$ cat src/rtl/core/assert_macros.svh
// Assertion helpers shared by the RTL. Each macro takes a label, a property
// expression and a message string. The sampling clock is clk and the reset is rst_n.
`ifndef ASSERT_MACROS_SVH
`define ASSERT_MACROS_SVH
`ifndef SYNTH
// Check at every clock edge outside of reset.
`define DTE_ASSERT(label, prop, msg) \
    label: assert property (@(posedge clk) disable iff (!rst_n) prop) else $error(msg);
// Check at every clock edge, during reset as well.
`define DTE_ASSERT_ALWAYS(label, prop, msg) \
    label: assert property (@(posedge clk) prop) else $error(msg);
`else
`define DTE_ASSERT(label, prop, msg)
`define DTE_ASSERT_ALWAYS(label, prop, msg)
`endif
`endif

$ cat src/rtl/core/dte_pkg.sv
`default_nettype none

package dte_pkg;

    // Binary angles: 2^32 is one full turn.
    localparam int ANGLE_W = 32;
    localparam logic [ANGLE_W-1:0] HALF_TURN     = 32'h8000_0000;
    localparam logic [ANGLE_W-1:0] THREE_QUARTER = 32'hC000_0000;

    // Left shift of the components on entry to the rotator.
    localparam int GUARD_SHIFT = 24;

    // Configuration registers.
    localparam int CFG_INDEX_W = 2;
    localparam int CFG_DATA_W  = 13;
    localparam int WIDTH_W     = 13;
    localparam int HEIGHT_W    = 12;

    typedef logic [CFG_INDEX_W-1:0] cfg_index_t;

    localparam cfg_index_t CFG_AXIS_CONVENTION = 2'd0;
    localparam cfg_index_t CFG_IMAGE_WIDTH     = 2'd1;
    localparam cfg_index_t CFG_IMAGE_HEIGHT    = 2'd2;

    localparam logic                AXIS_RESET   = 1'b1;
    localparam logic [WIDTH_W-1:0]  WIDTH_RESET  = 13'd1024;
    localparam logic [HEIGHT_W-1:0] HEIGHT_RESET = 12'd512;

    // Pixel outputs, 8 fraction bits.
    localparam int COL_W     = 20;
    localparam int ROW_W     = 20;
    localparam int COL_SHIFT = 24;
    localparam int ROW_SHIFT = 23;
    localparam logic [COL_W-1:0] COL_MAX = 20'hF_FFFF;

    // Handshake of one pipeline stage toward the next.
    typedef struct packed {
        logic advance;
        logic valid;
    } stage_ctrl_t;

    // round(atan(2^-i) * 2^32 / (2pi))
    function automatic logic [ANGLE_W-1:0] atan_entry(input int unsigned idx);
        logic [ANGLE_W-1:0] ent;
        case (idx)
            0:       ent = 32'h2000_0000;
            1:       ent = 32'h12E4_051E;
            2:       ent = 32'h09FB_385B;
            3:       ent = 32'h0511_11D4;
            4:       ent = 32'h028B_0D43;
            5:       ent = 32'h0145_D7E1;
            6:       ent = 32'h00A2_F61E;
            7:       ent = 32'h0051_7C55;
            8:       ent = 32'h0028_BE53;
            9:       ent = 32'h0014_5F2F;
            10:      ent = 32'h000A_2F98;
            11:      ent = 32'h0005_17CC;
            12:      ent = 32'h0002_8BE6;
            13:      ent = 32'h0001_45F3;
            14:      ent = 32'h0000_A2FA;
            15:      ent = 32'h0000_517D;
            16:      ent = 32'h0000_28BE;
            17:      ent = 32'h0000_145F;
            18:      ent = 32'h0000_0A30;
            19:      ent = 32'h0000_0518;
            20:      ent = 32'h0000_028C;
            21:      ent = 32'h0000_0146;
            22:      ent = 32'h0000_00A3;
            23:      ent = 32'h0000_0051;
            24:      ent = 32'h0000_0029;
            25:      ent = 32'h0000_0014;
            26:      ent = 32'h0000_000A;
            27:      ent = 32'h0000_0005;
            28:      ent = 32'h0000_0003;
            29:      ent = 32'h0000_0001;
            30:      ent = 32'h0000_0001;
            default: ent = 32'h0000_0000;
        endcase
        return ent;
    endfunction

endpackage

`default_nettype wire

$ cat src/rtl/core/dte_isqrt.sv
`default_nettype none

// Pipelined integer square root, rounded to nearest. One root bit per
// stage plus a rounding stage.
module dte_isqrt #(
    parameter int ROOT_W = 24,
    parameter int SIDE_W = 1
) (
    input  logic                    clk,
    input  logic                    rst_n,
    input  dte_pkg::stage_ctrl_t    in_ctrl,
    input  logic [2*ROOT_W-1:0]     radicand,
    input  logic [SIDE_W-1:0]       side_in,
    output logic                    out_valid,
    output logic [ROOT_W:0]         root,
    output logic [SIDE_W-1:0]       side_out
);
    import dte_pkg::*;

    localparam int RAD_W = 2 * ROOT_W;

    logic [RAD_W-1:0]  rem_reg [0:ROOT_W-1];
    logic [RAD_W-1:0]  res_reg [0:ROOT_W-1];
    logic [SIDE_W-1:0] side_reg[0:ROOT_W-1];
    logic              vld_reg [0:ROOT_W-1];

    logic [ROOT_W:0]   root_reg;
    logic [SIDE_W-1:0] side_out_reg;
    logic              valid_out_reg;

    logic [ROOT_W:0]   res_last;

    for (genvar k = 0; k < ROOT_W; k++)
    begin : g_step
        localparam logic [RAD_W-1:0] BIT = RAD_W'(1) << (2 * (ROOT_W - 1 - k));

        logic [RAD_W-1:0]  cur_rem;
        logic [RAD_W-1:0]  cur_res;
        logic [SIDE_W-1:0] cur_side;
        logic              cur_vld;
        logic [RAD_W-1:0]  trial;
        logic              take;

        if (k == 0)
        begin : g_first
            assign cur_rem  = radicand;
            assign cur_res  = '0;
            assign cur_side = side_in;
            assign cur_vld  = in_ctrl.valid;
        end
        else
        begin : g_next
            assign cur_rem  = rem_reg[k-1];
            assign cur_res  = res_reg[k-1];
            assign cur_side = side_reg[k-1];
            assign cur_vld  = vld_reg[k-1];
        end

        assign trial = cur_res + BIT;
        assign take  = (cur_rem >= trial);

        always_ff @(posedge clk or negedge rst_n)
        begin
            if (!rst_n)
            begin
                vld_reg[k] <= 1'b0;
            end
            else if (in_ctrl.advance)
            begin
                vld_reg[k] <= cur_vld;
            end
        end

        always_ff @(posedge clk)
        begin
            if (in_ctrl.advance)
            begin
                rem_reg[k]  <= take ? (cur_rem - trial) : cur_rem;
                res_reg[k]  <= take ? ((cur_res >> 1) + BIT) : (cur_res >> 1);
                side_reg[k] <= cur_side;
            end
        end
    end

    assign res_last = res_reg[ROOT_W-1][ROOT_W:0];

    always_ff @(posedge clk or negedge rst_n)
    begin
        if (!rst_n)
        begin
            valid_out_reg <= 1'b0;
        end
        else if (in_ctrl.advance)
        begin
            valid_out_reg <= vld_reg[ROOT_W-1];
        end
    end

    // Round up when the remainder passes the floor root.
    always_ff @(posedge clk)
    begin
        if (in_ctrl.advance)
        begin
            root_reg     <= (rem_reg[ROOT_W-1] > res_reg[ROOT_W-1])
                            ? (res_last + (ROOT_W+1)'(1)) : res_last;
            side_out_reg <= side_reg[ROOT_W-1];
        end
    end

    assign out_valid = valid_out_reg;
    assign root      = root_reg;
    assign side_out  = side_out_reg;

endmodule

`default_nettype wire

$ cat config.mk
export PLATFORM = sky130hd
export DESIGN_NAME = dte_isqrt
export DESIGN_NICKNAME = d
export VERILOG_FILES = /design/src/rtl/core/assert_macros.svh /design/src/rtl/core/dte_pkg.sv /design/src/rtl/core/dte_isqrt.sv
export SDC_FILE = /design/constraint.sdc
export NUM_CORES = 2
export LEC_CHECK = 0
export ABC_AREA = 0
export BUFFER_PORTS_ARGS = -buffer_cell sky130_fd_sc_hd__buf_2
export CAP_MARGIN = 20
export CORE_MARGIN = 3
export CORE_UTILIZATION = 64
export DETAILED_ROUTE_END_ITERATION = 10
export PLACE_DENSITY = 0.81
export SLEW_MARGIN = 20
export SYNTH_ARGS = -nofsm -noshare
export SYNTH_HDL_FRONTEND = slang
export SYNTH_SLANG_ARGS = --single-unit
$ cat constraint.sdc
create_clock -name clk -period 3.6 [get_ports clk]
set_input_delay 0.36 -clock clk [delete_from_list [all_inputs] [get_ports clk]]
set_output_delay 0.36 -clock clk [all_outputs]
set_load 0.01 [all_outputs]
== Yosys cells after proc, flatten, opt, wreduce, memory -nomap -nowiden ==
Memories as Yosys holds them, arrays and structs flattened. A register that Yosys moved wholly into a read port is not among the register bits.
Index checks and enable logic that the tools add are counted.

* Bits in registers: 50
* Memory bits (writable): 2328
* Input bits: 53
* Memories: 3
* Output and inout bits: 27

{| class="wikitable"
|+ Memory list
! memory !! depth !! bits a word !! rd ports !! clocked after Yosys merged registers in !! wr ports !! line !! source
|-
| rem_reg || 24 || 48 || 24 || 0 || 24 || dte_isqrt.sv:22 || <nowiki>logic [RAD_W-1:0] rem_reg [0:ROOT_W-1];</nowiki>
|-
| res_reg || 24 || 48 || 24 || 0 || 24 || dte_isqrt.sv:23 || <nowiki>logic [RAD_W-1:0] res_reg [0:ROOT_W-1];</nowiki>
|-
| side_reg || 24 || 1 || 24 || 1 || 24 || dte_isqrt.sv:24 || <nowiki>logic [SIDE_W-1:0] side_reg[0:ROOT_W-1];</nowiki>
|}

* $lt $le $gt $ge: 25
* Add/subtract/negate cells: 71
* Muxes and demuxes: 51

{| class="wikitable"
|+ Operator list
! operator !! count
|-
| two-way mux 48 bit || 47
|-
| >= comparator 48 bit || 23
|-
| subtractor 48 bit || 23
|-
| adder 47 x 1 -> 48 bit (second input constant) || 1
|-
| adder 47 x 11 -> 48 bit (second input constant) || 1
|-
| adder 47 x 13 -> 48 bit (second input constant) || 1
|-
| adder 47 x 15 -> 48 bit (second input constant) || 1
|-
| adder 47 x 17 -> 48 bit (second input constant) || 1
|-
| adder 47 x 19 -> 48 bit (second input constant) || 1
|-
| adder 47 x 21 -> 48 bit (second input constant) || 1
|-
| adder 47 x 23 -> 48 bit (second input constant) || 1
|-
| adder 47 x 25 -> 48 bit (second input constant) || 1
|-
| adder 47 x 27 -> 48 bit (second input constant) || 1
|-
| adder 47 x 29 -> 48 bit (second input constant) || 1
|-
| adder 47 x 3 -> 48 bit (second input constant) || 1
|-
| adder 47 x 31 -> 48 bit (second input constant) || 1
|-
| adder 47 x 33 -> 48 bit (second input constant) || 1
|-
| adder 47 x 35 -> 48 bit (second input constant) || 1
|-
| adder 47 x 37 -> 48 bit (second input constant) || 1
|-
| adder 47 x 39 -> 48 bit (second input constant) || 1
|-
| adder 47 x 41 -> 48 bit (second input constant) || 1
|-
| adder 47 x 43 -> 48 bit (second input constant) || 1
|-
| adder 47 x 45 -> 48 bit (second input constant) || 1
|-
| adder 47 x 5 -> 48 bit (second input constant) || 1
|-
| other kinds (32) || 33
|}

== Longest topological paths before layout ==
An unclocked memory read counts as a cell.

* Word-level depth: 4
* Gate-level depth with buffers: 13

== Worst setup path after synthesis ==
Ideal clock, no wire load.

* Kind: flip-flop to flip-flop
* Start: mem rem_reg[1][177] (netlist name)
* End: mem rem_reg[1][235] (netlist name) (data pin)
* Arrival time: 2.928 ns
* Clock period less this slack: 3.194 ns
* Setup slack: 0.406 ns
* Required time: 3.334 ns
* Buffers on the path: 1
* Cell stages (with the launch flop): 11
* Cell sequence: edfxtp_1 -> ha_1 -> a21o_1 -> a21oi_1 -> nor2_1 -> or4b_2 -> clkbuf_1 -> a2111oi_2 -> nand2b_1 -> nor3_1 -> xor2_1

{| class="wikitable"
|+ RTL lines
! element !! line
|-
| from (decl) || dte_isqrt.sv:22
|}

==> impl_metrics.yaml <==
floorplanning:
  start_util_pct: 64.80
  rows: 123
  ios: 80
  die_w_um: 344.4
  die_h_um: 344.4
  dieArea_um2: 118600
  design.core.area_um2: 113100
global_route:
  antenna_found_initial: 1
  grt_pass1_wl_mm: 265.1
  gr-total-overflow: 0
  grtUsageTotal_pct: 28.61
  grt_pass1_vias: 48190
  grt_max_degree: 137
route:
  dr.pass1.iters: 6
  routedWlPerCell_um: 21.88
  viasPerCell: 6.280
  vias: 48930
  routed_wl_mm: 170.5
  final_antenna_net_count: 0
  drt_iter0_drc: 4955
  drc: 0
synth:
  synth_seq_cells: 1527
  syn_area_per_cell_um2: 12.50
  synthesis.instances: 5865
  yosysMostFrequentCell: "edfxtp_1"
  netlist.area_leader.share_pct: 61.54
  synth_area_um2: 73290
  yosysWarningCount: 0
  synth_edf_count: 1502
  synth.area.top_cells: "edfxtp_1 (62%), ha_1 (6.0%), xnor2_1 (3.2%)"
  yosys.area.top_type: "edfxtp_1"
  ys.flop_type: "edfxtp_1"
  ys_top_cells_by_count: "edfxtp_1 (1502), inv_1 (441), nand2_1 (395)"
  async_flop_share_pct: 1.637
  syn-num-nets: 6267
  synthDistinctLibCells: 81
  ys_seq_area_share_pct: 62.39
power_and_ir_drop:
  leakage_nw: 31.25
  p_sw_share_pct: 28.50
  powerDensity_nw_per_um2: 612.3
  switchingPower_mw: 14.33
  ir_worst_vdd_mv: 0.5364
  p_comb_share_pct: 18.8
  p_clk_share_pct: 32.9
  p_int_mw: 35.95
  pwr-share-seq_pct: 48.3
final_layout:
  largest_reg_flops: 1152
  num-nets-final: 6564
  area_growth_pct: 12.05
  drive_gt1_share_pct: 8.792
place:
  dp_hpwl_mm: 114.3
  gp_congestion: 0.9260
  numPortBuffers: 79
critical_path:
  worstPathArrival_ps: 4030
  crit_fanout: 13
  reg2reg_depth: 8
  r2r-start: "rem_reg[0][234]"
  critical_path_required_ps: 4110
  crit_path_end_kind: "flop"
  startpoint_type: "flop"
  slowest_stage: "or4_1"
  critical-path-max-stage-delay_ps: 580
  critical_path.top_delay_family: "simple AND/OR/NAND/NOR gates"
  path_cells: "ha_1 > or4b_1 > or4_1 > o21ai_0 > nor3_2 > or3_1 > nor4_1 > xor2_1"
  reg2reg_slack_ps: 70
  crit_buf_inv: 0
  timing.rr.end: "rem_reg[0][287]"
  path_class: "flop to flop"
sta:
  rsz0062_at_grt: "no"
  skew_ps: 51.17
  setup_viol: 0
  fin_crit_ps: 3526
  worst_hold_slack_ps: 149.1
  max_freq_mhz: 283.6
  fin_tns_setup_ps: 0
  max_slew_margin_pct: 41.07
  finalHoldViolCount: 0
  fin_crit_sh_pct: 97.94
  slew_violations: 0
  worst_slew_pin_slew_ps: 871.6
min_path:
  holdCritPathClass: "input pin to async pin"
clocking:
  clkTransAtPathRegs_ps: 60
  clk_latency_ps: 770
  cts_tree: "built"
  htree_levels: 4
  cts_setup_buffers: 0
  cts_buffer_depth: 3
  cts-root-buf: "clkbuf_16"
  cts_buffers: 155
  cts_sinks: 1527
job:
  cap_violations: 0
run_status:
  status: "completed"
==> per-layer routing <==
| layer | GRT usage (%) | wire (µm) | vias up |
|---|---|---|---|
| met3 | 4.527 | 11680 | 474 |
| met5 | 0 | 0 | - |
| met1 | 35.43 | 64870 | 23680 |
| li1 | - | - | 22560 |
| met2 | 50.52 | 87240 | 2211 |
| met4 | 11.14 | 6678 | 0 |
==> cell families (layout without fill, tap and decap cells) <==
family,count (synthesis),after routing,share of synthesized area [%]
xor+xnor,540,540,6.453
simple gates,1732,1732,12.14
flops,1527,1527,62.39
buf+inv,557,982,2.906
mux,63,63,0.9543
other cells,0,1,0
compound gates,1097,1097,9.201
fa+ha+maj,349,349,5.958
==> metrics by stage <==
stage	total power, mW	instances	worst slack, ps	util [%]	instance area, µm²
2_1_floorplan	30.57	5865	406.3	-	73290
3_3_place_gp	33.33	7453	-242.9	67.42	76260
3_5_place_dp	33.63	7453	-185.6	67.42	76260
4_1_cts	50.13	7790	21.65	72.51	82010
5_1_grt	52.34	7791	0.1723	72.60	82120
6_report	50.28	7791	74.30	72.60	82120
==> power groups by stage <==
| stage | Combinational (mW) | Clock [mW] | Sequential (mW) |
|---|---|---|---|
| after floorplan | 6.77 | 0 | 23.8 |
| after global placement | 8.84 | 0 | 24.5 |
| after detailed placement | 9.07 | 0 | 24.6 |
| after CTS | 9.27 | 16.6 | 24.2 |
| after global routing | 10.5 | 17.4 | 24.5 |
| final | 9.44 | 16.5 | 24.3 |
==> worst max-delay path by stage <==
| stage | end | startpoint | cells past startpoint |
|---|---|---|---|
| 3_5_place_dp | rem_reg[2][235] | rem_reg[2][161] | 9 |
| 3_3_place_gp | rem_reg[2][235] | rem_reg[2][161] | 9 |
| 6_report | rem_reg[0][287] | rem_reg[0][234] | 8 |
| 5_1_grt | rem_reg[2][94] | rem_reg[2][32] | 9 |
| 4_1_cts | rem_reg[2][235] | rem_reg[2][161] | 9 |
| 2_1_floorplan | rem_reg[1][235] | rem_reg[1][177] | 10 |
==> layout make-up <==
class | instances | area [µm²]
fill | 7069 | 30990
timing repair buffer | 253 | 2009
clock inverter | 101 | 1194
sequential | 1527 | 45730
multi-input combinational | 3781 | 25610
antenna | 1 | 2.502
clock buffer | 184 | 4030
inverter | 444 | 1667
tap | 1500 | 1877
==> timing repair <==
item / in CTS / in global routing
hold buffers: 52 / 0
resized for setup: 4 / 19
setup endpoints to repair: 12 / 53
hold endpoints to repair: 101 / 0
==> cell usage in the layout (no fill, tap or decap), drive strengths merged, types with 44 or more instances in the layout <==
cell	count
nand2b	53
dlygate4sd3	52
nor2	361
mux2	55
or4	50
nor3	170
nor2b	44
or3	68
xor2	270
buf	201
nand3	100
nor4	220
clkbuf	184
o21ai	316
nand2	395
o21a	61
inv	448
clkinv	72
ha	349
edfxtp	1502
a21oi	332
a21o	113
nand4	108
xnor2	270
No activity file was read; power rests on OpenSTA's default activity.
